## config.mk

```make
export PLATFORM = sky130hd
export DESIGN_NAME = blb_queue
export DESIGN_NICKNAME = d
export VERILOG_FILES = /design/src/hw/rtl/blb_pkg.sv /design/src/hw/rtl/blb_queue.sv
export SDC_FILE = /design/constraint.sdc
export NUM_CORES = 1
export LEC_CHECK = 0
export BUFFER_PORTS_ARGS = -buffer_cell sky130_fd_sc_hd__clkbuf_2
export CORE_ASPECT_RATIO = 0.5
export CORE_MARGIN = 1.5
export CORE_UTILIZATION = 50
export CTS_BUF_LIST = sky130_fd_sc_hd__clkbuf_4 sky130_fd_sc_hd__clkbuf_8
export DETAILED_ROUTE_END_ITERATION = 8
export MAX_ROUTING_LAYER = met4
export PLACE_DENSITY = 0.71
export SLEW_MARGIN = 30
export SYNTH_ARGS = -nofsm -noshare
export SYNTH_HDL_FRONTEND = slang
export SYNTH_SLANG_ARGS = --single-unit
```

## constraint.sdc

```tcl
create_clock -name i_clk -period 2.3 [get_ports i_clk]
set_input_delay 0.23 -clock i_clk [delete_from_list [all_inputs] [get_ports i_clk]]
set_output_delay 0.23 -clock i_clk [all_outputs]
set_load 0.02 [all_outputs]
```

## src/hw/rtl/blb_pkg.sv

```systemverilog
// Shared types and constants for the Bernsen local binarizer.
// Used by every module in hw/rtl; depends on nothing else.
package blb_pkg;

    localparam int PIX_W = 8;
    localparam logic [PIX_W-1:0] LEVEL_TOP = 8'hFF;
    localparam logic [PIX_W-1:0] LEVEL_LOW = 8'h00;

    // Configuration field widths and reset values.
    localparam int CFG_IDX_W  = 3;
    localparam int CFG_DATA_W = 13;
    localparam int WIDTH_W    = 11;
    localparam int HEIGHT_W   = 13;
    localparam int WINDOW_W   = 4;
    localparam int THR_W      = 9;
    localparam int RST_IMAGE_WIDTH  = 640;
    localparam int RST_IMAGE_HEIGHT = 480;
    localparam logic [THR_W-1:0] RST_CONTRAST_LIMIT   = 9'd15;
    localparam logic [THR_W-1:0] RST_GLOBAL_THRESHOLD = 9'd128;

    // Parameter defaults.
    localparam int DEF_MAX_WIDTH  = 1024;
    localparam int DEF_MAX_WINDOW = 15;
    localparam int DEF_MAX_HEIGHT = 4096;

    // Depth of the queue between the window front and the threshold back.
    localparam int QDEPTH = 4;
    localparam int QCNT_W = $clog2(QDEPTH + 1);

    typedef enum logic [CFG_IDX_W-1:0] {
        CFG_IMAGE_WIDTH      = 3'd0,
        CFG_IMAGE_HEIGHT     = 3'd1,
        CFG_WINDOW_SIZE      = 3'd2,
        CFG_CONTRAST_LIMIT   = 3'd3,
        CFG_GLOBAL_THRESHOLD = 3'd4
    } t_cfg_idx;

    // One window result handed from the front to the back.
    typedef struct packed {
        logic [PIX_W-1:0] center;
        logic [PIX_W-1:0] win_min;
        logic [PIX_W-1:0] win_max;
        logic             last;
    } t_win_rec;

    typedef struct packed {
        logic [THR_W-1:0] contrast_limit;
        logic [THR_W-1:0] global_threshold;
    } t_thr_cfg;

endpackage

```

## src/hw/rtl/blb_queue.sv

```systemverilog
// Short queue of window results between the front and the back.
// Depends on blb_pkg.
module blb_queue (
    input  logic                         i_clk,
    input  logic                         i_rst_n,
    input  logic                         i_push,
    input  blb_pkg::t_win_rec            i_data,
    input  logic                         i_pop,
    output blb_pkg::t_win_rec            o_data,
    output logic                         o_empty,
    output logic [blb_pkg::QCNT_W-1:0]   o_count
);
    import blb_pkg::*;

    localparam int PW = $clog2(QDEPTH);

    t_win_rec          r_mem [0:QDEPTH-1];
    logic [PW-1:0]     r_wptr, r_rptr;
    logic [QCNT_W-1:0] r_count;

    always_ff @(posedge i_clk) begin
        if (i_push) begin
            r_mem[r_wptr] <= i_data;
        end
    end

    always_ff @(posedge i_clk) begin
        if (!i_rst_n) begin
            r_wptr  <= '0;
            r_rptr  <= '0;
            r_count <= '0;
        end else begin
            if (i_push) begin
                r_wptr <= r_wptr + 1'b1;
            end
            if (i_pop) begin
                r_rptr <= r_rptr + 1'b1;
            end
            r_count <= r_count + QCNT_W'(i_push) - QCNT_W'(i_pop);
        end
    end

    assign o_data  = r_mem[r_rptr];
    assign o_empty = r_count == '0;
    assign o_count = r_count;

    a_no_overflow: assert property (@(posedge i_clk) disable iff (!i_rst_n)
        i_push |-> ((r_count < QCNT_W'(QDEPTH)) || i_pop))
        else $error("queue overflow");

    a_no_underflow: assert property (@(posedge i_clk) disable iff (!i_rst_n)
        i_pop |-> !o_empty)
        else $error("queue underflow");

    a_count_track: assert property (@(posedge i_clk) disable iff (!i_rst_n)
        (i_push && !i_pop) |=> (r_count == $past(r_count) + 1'b1))
        else $error("queue count mismatch");

endmodule

```

==> results.json, run 1 <==
{
  "finalHoldViolCount": 0,
  "syn2layout_area_growth_pct": 15.3,
  "drt_iter0_markers": 127,
  "post-place-ws_ns": 0.474,
  "maxCapViolations": 0,
  "max_freq_mhz": 461,
  "worstMarginPinSlew_ns": 0.685,
  "io_buffers": 57,
  "syn-cell-area_um2": 4090,
  "clk_latency_ns": 0.36,
  "cp_num_buf_inv": 2,
  "path_cells": "buf_4, mux4_1, clkbuf_2",
  "grt_pass1_vias": 1899,
  "postLayoutCoreUtil_pct": 59.1,
  "ant_nets": 0,
  "worst_slack_ns": 0.132,
  "holdBufCountCts": 0,
  "slew_headroom_pct": 54.4,
  "start_kind": "flip-flop",
  "vias": 1847,
  "synthXorXnorAreaFrac_pct": 1.01,
  "final_common_cell": "edfxtp_1",
  "finalPower_mw": 3.94,
  "globalRouteOverflowTotal": 0,
  "p_leak_nw": 1.67,
  "critical_path.top_delay_family": "multiplexers",
  "setup_viol": 0,
  "cts_buffers": 9,
  "avgSynthCellArea_um2": 23.6,
  "numClockSinks": 109,
  "totalWireLength_um": 6400,
  "synth_top_family_by_area": "multiplexers",
  "layout.nets": 280,
  "diodes": 0,
  "ys_seq_area_share_pct": 77.9,
  "wl_per_cell_um": 17.7,
  "boundaryPins": 58,
  "end_kind": "output port",
  "synthArstFlopShare_pct": 0,
  "die_y_um": 66.9,
  "clk_pin_slew_ns": 0.09,
  "viasPerCell": 5.12,
  "cts_root_buffer": "clkbuf_8",
  "syn_nets": 209,
  "hold_class": "in -> reg",
  "cp_data_required_time_ns": 2.07,
  "grt_start_max_net_pins": 19,
  "cts_tree": "built",
  "final_cell_mix": "edfxtp_1, clkbuf_2, mux4_2, clkbuf_8",
  "post_cts_resized": 0,
  "antenna_found_initial": 0,
  "finalSetupTns_ns": 0,
  "yosysWarnings": 0,
  "layout_min_cycle_time_ns": 2.17,
  "fp.dieArea_um2": 8760,
  "arrival_ns": 1.94,
  "final_min_period_over_clock_period_pct": 94.3,
  "initial_utilization_pct": 51.3,
  "drive_gt1_share_pct": 40.2,
  "drc_errors": 0,
  "critical_path_class": "reg -> out",
  "fin_skew_ns": 0.00480,
  "cts_buffer_depth": 2,
  "core_um2": 7970,
  "synth-compound-area-share_pct": 0.367,
  "synth_cell_types": 20,
  "synth-simple-area-share_pct": 1.68,
  "grt_usage_pct": 16.8,
  "hpwl_um": 4310,
  "rsz0062_at_grt": "no",
  "ys_ff_latch": 109,
  "synthMuxAreaShare_pct": 14.5,
  "power_density_nw_per_um2": 836,
  "slowest_delay_ns": 0.60,
  "status": "finished clean",
  "chipWidth_um": 131,
  "grt_pass1_wl_um": 9910,
  "finalMaxSlewViolations": 0,
  "place.gp.congestion": 0.678,
  "synth_edf_count": 100,
  "post_cts_buffers": 0,
  "rows": 23,
  "htreeDepth": 3,
  "ir_worst_vdd_mv": 0.315,
  "cp_slowest_cell": "mux4_1",
  "synth_ff_type": "edfxtp_1",
  "firstDrtPassIters": 4,
  "synthCells": 173,
  "crit_fanout": 9,
  "synth_fa_ha_area_share_pct": 2.33
}
## cell families (layout without fill, tap and decap cells)
| kind of cell | count (synthesis) | count (layout) |
|---|---|---|
| buffers and inverters | 13 | 89 |
| flip-flops | 109 | 109 |
| XOR/XNOR | 3 | 3 |
| AND/OR/NAND/NOR | 13 | 13 |
| AO/OA/AOI/OAI | 2 | 2 |
| multiplexers | 26 | 26 |
| adder cells (fa/ha/maj) | 7 | 7 |
## flip-flops by register name, indices dropped and copies added (netlist names), named ones only
register  cells
o_count       3
r_wptr        2
r_mem       100
r_rptr        2
## area by class of cell
class / count / area (µm²)
clock buffers: 10 / 131
clock inverters: 6 / 53.8
fillers: 586 / 3260
inverters: 7 / 26.3
multi-input cells: 51 / 812
flip-flops and latches: 109 / 3180
well taps: 112 / 140
repair buffers: 66 / 365
## worst reg2reg max path: cells and delay by family, from the launching register on
kind,cells,cell delay [ns]
buffers and inverters,2,0.45
adder cells (fa/ha/maj),1,0.13
flip-flops,1,0.36
AND/OR/NAND/NOR,1,0.57
## through the flow
step	instances	area [µm²]	hold WS, ns
floorplan	173	4090	0.329
global placement	345	4530	0.445
detailed placement	345	4530	0.454
CTS	361	4710	0.0593
global route	361	4710	0.0501
finish	361	4710	0.0767
## synthesized netlist by cell type (2+ instances only)
| master | n | area (µm²) |
|---|---|---|
| edfxtp_1 | 100 | 3000 |
| mux4_2 | 20 | 450 |
| dfxtp_1 | 9 | 180 |
| inv_1 | 7 | 26.3 |
| and2_1 | 6 | 37.5 |
| ha_1 | 6 | 75.1 |
| mux4_1 | 5 | 131 |
| nor2_1 | 5 | 18.8 |
| buf_12 | 2 | 40.0 |
| buf_2 | 2 | 10.0 |
| xnor2_1 | 2 | 17.5 |
## power by group
group	switching [mW]	leakage, nW	total (mW)	internal, mW
logic	0.298	0.579	0.535	0.237
clock network	0.579	0.0938	1.08	0.503
registers	0.0476	0.993	2.32	2.27
total	0.924	1.67	3.94	3.01
## final timing paths
kind / start / slack [ns] / depth (start not counted) / to
max: flip-flop / 0.13 / 3 / o_data[2]
min: i_data[14] / 0.08 / 1 / r_mem[0][14]
max reg2reg: r_wptr[0] / 0.50 / 4 / r_mem[2][2]
min reg2reg: r_rptr[1] / 0.55 / 2 / r_rptr[1]
## per-layer routing
metal | track usage [%] | part of all wire (%) | up-vias
li1 | - | - | 848
met1 | 20.6 | 46 | 948
met2 | 26.1 | 48 | 49
met3 | 7.23 | 4.8 | 2
met4 | 4.12 | 0.53 | 0
met5 | - | 0 | -
Power figures use the tool's default switching activity.
==> run 2, diff against run 1 <==
==> constraint.sdc (replaced) <==
create_clock -name i_clk -period 2.6 [get_ports i_clk]
set_input_delay 0.26 -clock i_clk [delete_from_list [all_inputs] [get_ports i_clk]]
set_output_delay 0.26 -clock i_clk [all_outputs]
set_load 0.02 [all_outputs]
==> run 2 against run 1 <==
  * Worst setup slack improved by 0.24 ns
  * Clock power about the same
  * Non-clock buffer count down 1
  * Die area is the same
  * Flip-flop and latch count did not move
  * Sequential power down 12%
  * Critical endpoint unchanged
  * Largest cell class unchanged
  * Largest power group unchanged
==> results.json, run 2 (synthesized netlist as in run 1, its figures left out) <==
{
  "layout_min_cycle_time_ns": 2.22,
  "initial_utilization_pct": 51.3,
  "largest_register": "r_mem",
  "place.gp.congestion": 0.720,
  "final_cell_mix": "edfxtp_1, clkbuf_2, mux4_2, clkbuf_8, dfxtp_1",
  "clk_latency_ns": 0.37,
  "hpwl_um": 4320,
  "grt_pass1_wl_um": 9870,
  "chipWidth_um": 131,
  "setup_viol": 0,
  "slew_headroom_pct": 59.4,
  "drive_gt1_share_pct": 41.5,
  "numClockSinks": 109,
  "htreeDepth": 3,
  "drc_errors": 0,
  "vias": 1821,
  "finalSetupTns_ns": 0,
  "finalHoldViolCount": 0,
  "rows": 23,
  "start_kind": "flip-flop",
  "layout.nets": 279,
  "largest_reg_flops": 100,
  "rsz0062_at_grt": "no",
  "worstMarginPinSlew_ns": 0.609,
  "grt.busiest_layer": "met2",
  "grt_start_max_net_pins": 17,
  "hold_class": "in -> reg",
  "diodes": 0,
  "grt_use_met2_pct": 27.6,
  "final_common_cell": "edfxtp_1",
  "finalMaxSlewViolations": 0,
  "postLayoutCoreUtil_pct": 59.6,
  "p_leak_nw": 1.69,
  "power_density_nw_per_um2": 762,
  "crit_fanout": 15,
  "die_y_um": 66.9,
  "timing.rr.start": "o_count[0]",
  "status": "finished clean",
  "core_um2": 7970,
  "ant_nets": 0,
  "worstHoldStart": "i_data[24]",
  "io_buffers": 57,
  "wl_per_cell_um": 17.8,
  "post_cts_resized": 0,
  "viasPerCell": 5.06,
  "final_min_period_over_clock_period_pct": 85.6,
  "fin_skew_ns": 0.00652,
  "cts_buffer_depth": 2,
  "grt_pass1_vias": 1951,
  "drt_iter0_markers": 122,
  "max_freq_mhz": 450,
  "holdBufCountCts": 0,
  "nFillCells": 598,
  "grt_usage_pct": 17.0,
  "maxCapViolations": 0,
  "post_cts_buffers": 0,
  "critical_path_class": "reg -> out",
  "dp_cells": 344,
  "antenna_found_initial": 0,
  "fin_cells": 360,
  "cts_buffers": 9,
  "clk_pin_slew_ns": 0.09,
  "end_kind": "output port",
  "grtUsageMet3_pct": 7.07,
  "cts_tree": "built",
  "firstDrtPassIters": 4,
  "ir_worst_vdd_mv": 0.313,
  "cp_data_required_time_ns": 2.34,
  "arrival_ns": 1.96,
  "cts_root_buffer": "clkbuf_8",
  "use_met1_pct": 19.4,
  "globalRouteOverflowTotal": 0,
  "totalWireLength_um": 6420,
  "fp.dieArea_um2": 8760,
  "boundaryPins": 58,
  "syn2layout_area_growth_pct": 16.3
}
-- run 2: final cells by class --
class | instances | area (µm²) | share of cell area, %
clock inverter | 2 | 60.1 | 1.26
tap | 112 | 140 | 2.95
timing repair buffer | 65 | 370 | 7.79
multi-input combinational | 51 | 812 | 17.1
clock buffer | 14 | 161 | 3.39
inverter | 7 | 26.3 | 0.553
sequential | 109 | 3180 | 67.0
-- run 2: worst paths after layout --
check	end	cells after the start	slack, ns
setup reg to reg	o_count[2]	7	0.77
hold reg to reg	flip-flop	2	0.56
hold / removal	r_mem[2][24]	1	0.10
setup / recovery	o_data[2]	3	0.38
-- run 2: metal layers --
layer	wire (µm)	vias up	part of all wire, %
met5	0	-	0
met4	71	0	1.1
met3	304	5	4.7
met2	3270	35	51
met1	2770	936	43
li1	-	845	-
-- run 2: report_power, final --
group | leakage, nW | internal, mW | switching, mW
Clock | 0.116 | 0.597 | 0.498
Sequential | 0.993 | 2.01 | 0.0420
Combinational | 0.578 | 0.211 | 0.263
-- run 2: stage by stage --
stage	hold WS, ns	power [mW]	area (µm²)	setup WS (ns)
after floorplan	0.359	2.41	4090	0.772
after global placement	0.472	2.56	4530	0.772
final	0.105	3.62	4750	0.376
after detailed placement	0.483	2.58	4530	0.726
after global routing	0.0762	3.78	4750	0.225
after CTS	0.0826	3.66	4750	0.308
-- run 2: critical path, cell delays in order (launching register included) --
cell      delay [ns]
dfxtp_2         0.60
buf_12          0.23
mux4_1          0.58
clkbuf_2        0.17
