<file path="src/hw/rtl/blb_pkg.sv">
// Shared types and constants for the Bernsen local binarizer.
// Used by every module in hw/rtl; depends on nothing else.
package blb_pkg;

    localparam int PIX_W = 8;
    localparam logic [PIX_W-1:0] LEVEL_TOP = 8'hFF;
    localparam logic [PIX_W-1:0] LEVEL_LOW = 8'h00;

    // Configuration field widths and reset values.
    localparam int CFG_IDX_W  = 3;
    localparam int CFG_DATA_W = 13;
    localparam int WIDTH_W    = 11;
    localparam int HEIGHT_W   = 13;
    localparam int WINDOW_W   = 4;
    localparam int THR_W      = 9;
    localparam int RST_IMAGE_WIDTH  = 640;
    localparam int RST_IMAGE_HEIGHT = 480;
    localparam logic [THR_W-1:0] RST_CONTRAST_LIMIT   = 9'd15;
    localparam logic [THR_W-1:0] RST_GLOBAL_THRESHOLD = 9'd128;

    // Parameter defaults.
    localparam int DEF_MAX_WIDTH  = 1024;
    localparam int DEF_MAX_WINDOW = 15;
    localparam int DEF_MAX_HEIGHT = 4096;

    // Depth of the queue between the window front and the threshold back.
    localparam int QDEPTH = 4;
    localparam int QCNT_W = $clog2(QDEPTH + 1);

    typedef enum logic [CFG_IDX_W-1:0] {
        CFG_IMAGE_WIDTH      = 3'd0,
        CFG_IMAGE_HEIGHT     = 3'd1,
        CFG_WINDOW_SIZE      = 3'd2,
        CFG_CONTRAST_LIMIT   = 3'd3,
        CFG_GLOBAL_THRESHOLD = 3'd4
    } t_cfg_idx;

    // One window result handed from the front to the back.
    typedef struct packed {
        logic [PIX_W-1:0] center;
        logic [PIX_W-1:0] win_min;
        logic [PIX_W-1:0] win_max;
        logic             last;
    } t_win_rec;

    typedef struct packed {
        logic [THR_W-1:0] contrast_limit;
        logic [THR_W-1:0] global_threshold;
    } t_thr_cfg;

endpackage

</file>
<file path="src/hw/rtl/blb_back.sv">
// Threshold back end: local or global threshold, comparison and the output
// register. Depends on blb_pkg.
module blb_back (
    input  logic                       i_clk,
    input  logic                       i_rst_n,
    input  logic                       i_rec_valid,
    input  blb_pkg::t_win_rec          i_rec,
    input  blb_pkg::t_thr_cfg          i_thr,
    input  logic                       i_out_take,
    output logic                       o_rec_pop,
    output logic                       o_out_valid,
    output logic [blb_pkg::PIX_W-1:0]  o_level,
    output logic                       o_last
);
    import blb_pkg::*;

    logic             r_valid;
    logic [PIX_W-1:0] r_level;
    logic             r_last;

    logic                    load;
    logic [PIX_W:0]          sum;
    logic signed [PIX_W+1:0] spread;
    logic [THR_W-1:0]        thr;

    always_comb begin
        load   = i_rec_valid && (!r_valid || i_out_take);
        sum    = {1'b0, i_rec.win_max} + {1'b0, i_rec.win_min};
        spread = $signed({2'b00, i_rec.win_max}) - $signed({2'b00, i_rec.win_min});
        if (spread < $signed({1'b0, i_thr.contrast_limit})) begin
            thr = i_thr.global_threshold;
        end else begin
            thr = {1'b0, sum[PIX_W:1]};
        end
    end

    always_ff @(posedge i_clk) begin
        if (!i_rst_n) begin
            r_valid <= 1'b0;
        end else if (load) begin
            r_valid <= 1'b1;
        end else if (i_out_take) begin
            r_valid <= 1'b0;
        end
    end

    always_ff @(posedge i_clk) begin
        if (load) begin
            r_level <= ({1'b0, i_rec.center} < thr) ? LEVEL_LOW : LEVEL_TOP;
            r_last  <= i_rec.last;
        end
    end

    assign o_rec_pop   = load;
    assign o_out_valid = r_valid;
    assign o_level     = r_level;
    assign o_last      = r_last;

endmodule

</file>
<file path="config.mk">
export PLATFORM = sky130hd
export DESIGN_NAME = blb_back
export DESIGN_NICKNAME = d
export VERILOG_FILES = /design/src/hw/rtl/blb_pkg.sv /design/src/hw/rtl/blb_back.sv
export SDC_FILE = /design/constraint.sdc
export NUM_CORES = 1
export LEC_CHECK = 0
export BUFFER_PORTS_ARGS = -buffer_cell sky130_fd_sc_hd__buf_2
export CORE_MARGIN = 2
export CORE_UTILIZATION = 52
export CTS_CLUSTER_DIAMETER = 50
export DETAILED_ROUTE_END_ITERATION = 10
export HOLD_SLACK_MARGIN = 0.02
export PLACE_DENSITY = 0.85
export REMOVE_ABC_BUFFERS = 1
export SYNTH_ARGS = -nofsm -noshare
export SYNTH_HDL_FRONTEND = slang
export SYNTH_SLANG_ARGS = --single-unit
</file>
<file path="constraint.sdc">
create_clock -name i_clk -period 12 [get_ports i_clk]
set_clock_uncertainty 0.15 [all_clocks]
set_input_delay 0.6 -clock i_clk [delete_from_list [all_inputs] [get_ports i_clk]]
set_output_delay 0.6 -clock i_clk [all_outputs]
set_load 0.1 [all_outputs]
</file>
==> results of run 1 <==
## sequential cells by signal, summed over array words and instances (netlist names)
| signal | cells |
|---|---|
| o_level | 1 |
| o_last | 1 |
| o_out_valid | 1 |
## layer usage
layer	vias to the layer above	global-route usage [%]
met1	568	23.7
li1	665	-
met2	38	36.6
met4	0	5.13
met5	-	0
met3	2	1.94
## final cells by class
type | count | area [um^2]
Multi-Input combinational cell | 124 | 1030
Clock buffer | 4 | 26.3
Inverter | 29 | 109
Sequential cell | 3 | 80.1
Timing Repair Buffer | 57 | 285
Tap cell | 30 | 37.5
Fill cell | 223 | 846
## metrics by stage
| stage | total power, mW | std cells |
|---|---|---|
| finish | 0.125 | 247 |
| global route | 0.137 | 247 |
| CTS | 0.126 | 247 |
| detailed placement | 0.108 | 243 |
| global placement | 0.106 | 243 |
| floorplan | 0.0868 | 156 |
## kinds of logic after synthesis
| group | count (synthesis) | share of synthesized area, % |
|---|---|---|
| multiplexers | 2 | 1.56 |
| adder cells (fa/ha/maj) | 33 | 33.3 |
| flip-flops | 3 | 6.23 |
| XOR/XNOR | 9 | 6.13 |
| buffers and inverters | 38 | 14.0 |
| AND/OR/NAND/NOR | 35 | 14.0 |
| AO/OA/AOI/OAI | 45 | 24.8 |
## worst min-delay path by stage
stage	end	slack, ns	depth (start not counted)
2_1_floorplan	o_last$_DFFE_PP_	0.55	0
3_3_place_gp	o_out_valid$_SDFFE_PN0P_	0.46	2
3_5_place_dp	o_out_valid$_SDFFE_PN0P_	0.49	2
4_1_cts	o_last$_DFFE_PP_	0.39	1
5_1_grt	o_last$_DFFE_PP_	0.40	1
6_report	o_last$_DFFE_PP_	0.39	1
## power groups by stage
stage	logic, mW	registers [mW]	clock network (mW)
2_1_floorplan	0.0503	0.0366	0
5_1_grt	0.105	0.0129	0.0189
3_5_place_dp	0.0946	0.0129	0
4_1_cts	0.0951	0.0128	0.0183
6_report	0.0947	0.0127	0.0180
3_3_place_gp	0.0932	0.0128	0
## synthesized netlist by cell type, types with 3 or more instances
master    instances  area, um^2
a21oi_1           9        45.0
nand2_1           5        18.8
o21ai_0          12        60.1
inv_1            29         109
o21ai_2           4        35.0
nor2_1           11        41.3
ha_1             31         388
nor2b_1           4        25.0
nand3_1           5        25.0
buf_4             8        60.1
nand2b_1          3        18.8
xnor2_1           9        78.8
a31oi_1           3        18.8
==> summary.txt, run 1 <==
Detailed routing
  • Antenna viol nets, final: 0
  • Residual DRC: 0
  • Uppermost layer routed: met4
  • Detailed Routing Iterations Pass 1: 4
  • DRT iter0 DRCs: 9
  • Routed WL: 2630 um
  • Vias: 1273
  • Met3 WL: 174 um
  • Met2 wire len: 1330 um
  • M1 WL: 1110 um
  • Via density: 5.15
  • Wire per inst: 10.7 um

Floorplanning
  • Starting Density: 53.4%
  • Row cnt: 18
  • Die area: 0.00289 mm^2
  • Core area: 0.00241 mm^2
  • Die height: 53.7 um
  • Top-Level Pins: 58
  • Die width: 53.7 um

STA
  • RSZ-0062 raised after global routing: false
  • Slew Viols, Final: 0
  • Fin Hold WS: 0.395 ns
  • Final Hold Violating Endpoints: 0
  • Slew margin rel.: 58.8%
  • Setup TNS: 0 ns
  • Period utilization: 39.7%
  • Worst-margin pin slew: 0.619 ns
  • Final Critical Period: 4.76 ns
  • Final WS setup: 7.24 ns
  • Finish-stage setup viols: 0
  • Fmax: 0.210 GHz

Clocking
  • # clock sinks: 3
  • CTS Buf Count: 3
  • Clock root buffer: clkbuf_4
  • CTS tree: built
  • CTS resizes: 0
  • Clock buffer depth: 2
  • Clk Latency, worst-skew pair: 0.23 ns
  • Hold-fix buffers, CTS: 0
  • H-tree levels: 1
  • Setup repair bufs after CTS: 0
  • Clk slew on worst S/H paths: 0.04 ns

Synthesis
  • Synth Instances: 165
  • Avg Cell Area, Syn: 7.80 um^2
  • Synth Cell Area: 0.00129 mm^2
  • Yosys reg bits: 3
  • Async SR Flop Fraction: 0%
  • Yosys warnings: 0
  • Post-synth top flop: edfxtp_1
  • Netlist cell types: 36
  • Post-synth EDFFs: 2
  • Post-synthesis sequential area ratio: 6.23%

Worst setup path
  • Reg2reg end: o_level[6]$_DFFE_PP_
  • CP Cell Sequence: buf_2, inv_1, ha_1, nor2b_1, o21ai_0, a21oi_1, o41ai_1, xnor2_1, ha_1, a211oi_1, o21ai_0, a41oi_1, a311oi_4, nand3_1, o21ai_0, ha_1, a211oi_1, o21ai_0, a31oi_1, a31oi_1, o211a_1
  • Element type at the critical path start: input pin
  • Critical path arrival: 4.59 ns
  • Register-to-register setup slack: 10.87 ns
  • Buf/Inv on CP: 2
  • FF-to-FF Start: o_out_valid$_SDFFE_PN0P_
  • CP Launch Point: i_rec[10]
  • CP max FO: 14
  • Worst Setup EP: o_level[6]$_DFFE_PP_
  • Slowest-stage cell, CP: a311oi_4
  • Worst Path Class, Setup: input pin to register
  • Worst Path Required: 11.84 ns
  • CP top delay family: compound AO/OA/AOI/OAI gates
  • Most used cell, CP: o21ai_0
  • Setup crit end kind: register
  • WP depth: 21
  • R2R depth: 2
  • Max incr delay on CP: 0.56 ns

Finish
  • Proportion of layout cells with a drive suffix above 1: 33.2%
  • Final Instance Area: 0.00156 mm^2
  • Final design utilization: 64.9%
  • Commonest cells after routing, fill and taps aside: buf_2 (57), ha_1 (31), inv_1 (29)
  • Area growth syn-to-layout: 21.6%
  • Net count, final: 298
  • Commonest non-fill, non-tap cell in the layout: buf_2
  • Ant. Diodes: 0

Place
  • Detailed placement HPWL: 2350 um
  • Gpl congestion: 0.798
  • Placed Instance Area: 0.00154 mm^2
  • # port buffers: 57
  • Worst slack at placement: 7.00 ns

Hold path
  • Hold_sp: i_rec[0]
  • Type of the worst min-delay path: input pin to register

Power and ir drop
  • Worst vdd ir: 0.0000774 V
  • Logic pwr share: 75.5%
  • Power Density: 80.2 mW/mm^2
  • Internal power: 0.0587 mW
  • Leakage: 0.845 nW
  • Sequential share of power: 10.2%
  • Clk pwr share: 14.4%
  • Psw: 0.0667 mW
  • Sw Ratio: 53.2%

Global routing
  • Number of global-route vias before repair: 1098
  • Initial antenna violation count: 0
  • Remaining Overflow, GRT: 0
  • Largest net degree at the start of global routing: 15
  • Total Routing Usage GR: 19.7%
  • First-pass GRT wire length: 4300 um

Flow run
  • Maxcap violations: 0

Outcome
  • Status: completed
Note: power is estimated with default switching activity, not from simulation.
==> run 2: changes to the inputs <==
Settings changed: CORE_UTILIZATION 52 to 48, PLACE_DENSITY 0.85 to 0.79.
Clock period 12 ns to 4.8 ns, I/O delays scaled along.
==> run 2 against run 1 <==
Net effect: register-to-register slack worse by 7.2 ns; combinational power grew to 2.5 times the previous value; design area is 1.3% higher; core utilization is 1.5 points lower; sequential cell count stayed put; critical path type unchanged.
==> summary.txt, run 2 (synthesis results as in run 1) <==
Finish
  • Commonest non-fill, non-tap cell in the layout: buf_2 (unchanged)
  • Area growth syn-to-layout: 23.2% (was 21.6%)
  • Post-Layout Cell Count: 248 (was 247)
  • Ant. Diodes: 0 (unchanged)
  • Net count, final: 299 (was 298)
  • Proportion of layout cells with a drive suffix above 1: 33.5% (was 33.2%)
  • Commonest cells after routing, fill and taps aside: buf_2 (57), ha_1 (31), inv_1 (29) (unchanged)
  • Filler cell count: 240 (was 223)

STA
  • Final Hold Violating Endpoints: 0 (unchanged)
  • Setup TNS: 0 ns (unchanged)
  • Period utilization: 91.5%
  • RSZ-0062 raised after global routing: false (unchanged)
  • Fin Hold WS: 0.0218 ns (was 0.395 ns)
  • Finish-stage setup viols: 0 (unchanged)
  • Slew Viols, Final: 0 (unchanged)
  • Final Critical Period: 4.39 ns
  • Fmax: 0.228 GHz
  • Slew margin rel.: 67.6% (was 58.8%)
  • Worst-margin pin slew: 0.490 ns (was 0.619 ns)

Detailed routing
  • Residual DRC: 0 (unchanged)
  • Wire per inst: 10.6 um (was 10.7 um)
  • DRT iter0 DRCs: 20 (was 9)
  • Via density: 5.00 (was 5.15)
  • Antenna viol nets, final: 0 (unchanged)
  • Detailed Routing Iterations Pass 1: 6 (was 4)
  • Vias: 1241 (was 1273)
  • Routed WL: 2640 um (was 2630 um)

Global routing
  • Remaining Overflow, GRT: 0 (unchanged)
  • Largest net degree at the start of global routing: 15 (unchanged)
  • Number of global-route vias before repair: 1130 (was 1098)
  • Total Routing Usage GR: 17.1% (was 19.7%)
  • First-pass GRT wire length: 4440 um (was 4300 um)
  • Initial antenna violation count: 0 (unchanged)

Floorplanning
  • Row cnt: 18 (unchanged)
  • Top-Level Pins: 58 (unchanged)
  • Die width: 55.8 um (was 53.7 um)
  • Starting Density: 51.5% (was 53.4%)
  • Die height: 55.8 um (was 53.7 um)
  • Die area: 0.00311 mm^2 (was 0.00289 mm^2)
  • Core area: 0.00250 mm^2 (was 0.00241 mm^2)

Power and ir drop
  • Sequential share of power: 10.0% (was 10.2%)
  • Logic pwr share: 75.5% (about the same)
  • Clk pwr share: 14.5% (was 14.4%)
  • Power Density: 200 mW/mm^2 (was 80.2 mW/mm^2)
  • Sw Ratio: 53.0% (was 53.2%)
  • Psw: 0.168 mW (was 0.0667 mW)
  • Worst vdd ir: 0.000221 V (was 0.0000774 V)
  • Leakage: 0.854 nW (was 0.845 nW)
  • Internal power: 0.149 mW (was 0.0587 mW)

Clocking
  • Clock buffer depth: 2 (unchanged)
  • Clock root buffer: clkbuf_4 (unchanged)
  • CTS Buf Count: 3 (unchanged)
  • CTS resizes: 0 (unchanged)
  • Clk Latency, worst-skew pair: 0.24 ns (was 0.23 ns)
  • Setup repair bufs after CTS: 0 (unchanged)
  • # clock sinks: 3 (unchanged)
  • CTS tree: built (unchanged)
  • Hold-fix buffers, CTS: 0 (unchanged)
  • H-tree levels: 1 (unchanged)
  • Clk slew on worst S/H paths: 0.04 ns (about the same)

Place
  • Gpl congestion: 0.818 (was 0.798)
  • Detailed placement HPWL: 2380 um (was 2350 um)
  • # port buffers: 57 (unchanged)
  • Inst Count DP: 243 (unchanged)

Worst setup path
  • Critical path arrival: 4.23 ns (was 4.59 ns)
  • FF-to-FF Start: o_out_valid$_SDFFE_PN0P_ (unchanged)
  • Element type at the critical path start: input pin (unchanged)
  • Worst Path Class, Setup: input pin to register (unchanged)
  • Worst Path Required: 4.64 ns (was 11.84 ns)
  • Setup crit end kind: register (unchanged)
  • Worst Setup EP: o_level[6]$_DFFE_PP_ (unchanged)
  • Register-to-register setup slack: 3.65 ns (was 10.87 ns)
  • Reg2reg end: o_level[6]$_DFFE_PP_ (unchanged)
  • CP max FO: 9 (was 14)
  • R2R depth: 2 (unchanged)
  • CP Launch Point: i_rec[10] (unchanged)

Flow run
  • Maxcap violations: 0 (unchanged)

Hold path
  • Hold_sp: i_rec[0] (unchanged)
  • Type of the worst min-delay path: input pin to register (unchanged)
  • Hold path depth: 1 (unchanged)

Outcome
  • Status: completed (unchanged)
-- run 2: cell count changes in the layout (fill, tap and decap cells not counted) --
cell,delta
buf_12,+1
-- run 2: layout make-up --
| cell class | instances | area [um^2] | area share, % |
|---|---|---|---|
| multi-input combinational | 124 | 1030 | 64.8 |
| clock buffer | 4 | 26.3 | 1.66 |
| tap | 30 | 37.5 | 2.37 |
| inverter | 29 | 109 | 6.87 |
| sequential | 3 | 80.1 | 5.06 |
| timing repair buffer | 58 | 305 | 19.3 |
-- run 2: metrics by stage --
stage          util, %  setup slack [ns]  power (mW)  area (um^2)
2_1_floorplan        -            -0.733       0.217         1210
3_3_place_gp      61.5             0.292       0.266         1540
3_5_place_dp      61.5             0.162       0.269         1540
4_1_cts           62.6             0.377       0.315         1560
5_1_grt           63.4            0.0734       0.344         1580
6_report          63.4             0.407       0.317         1580
-- run 2: critical path, stage by stage --
cell,delay (ns)
buf_2,0.12
inv_1,0.07
ha_1,0.28
nor2b_1,0.13
o21ai_0,0.29
a21oi_1,0.15
o41ai_1,0.34
xnor2_1,0.17
ha_1,0.26
a211oi_1,0.19
o21ai_0,0.12
a41oi_1,0.33
a311oi_4,0.12
buf_12,0.17
o21ai_0,0.18
ha_1,0.28
o21ai_0,0.14
o21ai_0,0.08
a31oi_1,0.25
a31oi_1,0.12
o211a_1,0.21
-- run 2: power groups by stage --
stage,clock (mW),combinational [mW],sequential [mW]
final,0.0461,0.240,0.0317
after global routing,0.0490,0.263,0.0320
after CTS,0.0452,0.238,0.0317
after detailed placement,0,0.237,0.0321
after global placement,0,0.234,0.0320
after floorplan,0,0.126,0.0914
-- run 2: worst min-delay path by stage --
| stage | end | slack [ns] |
|---|---|---|
| 2_1_floorplan | o_last$_DFFE_PP_ | 0.19 |
| 3_3_place_gp | o_last$_DFFE_PP_ | 0.27 |
| 3_5_place_dp | o_last$_DFFE_PP_ | 0.27 |
| 4_1_cts | o_last$_DFFE_PP_ | 0.03 |
| 5_1_grt | o_last$_DFFE_PP_ | 0.02 |
| 6_report | o_last$_DFFE_PP_ | 0.02 |
-- run 2: metal layers --
layer,track usage [%],up-vias,wire (um)
li1,-,666,-
met1,21.4,525,1180
met2,30.6,46,1250
met3,2.56,4,201
met4,4.18,0,18
met5,0,-,0
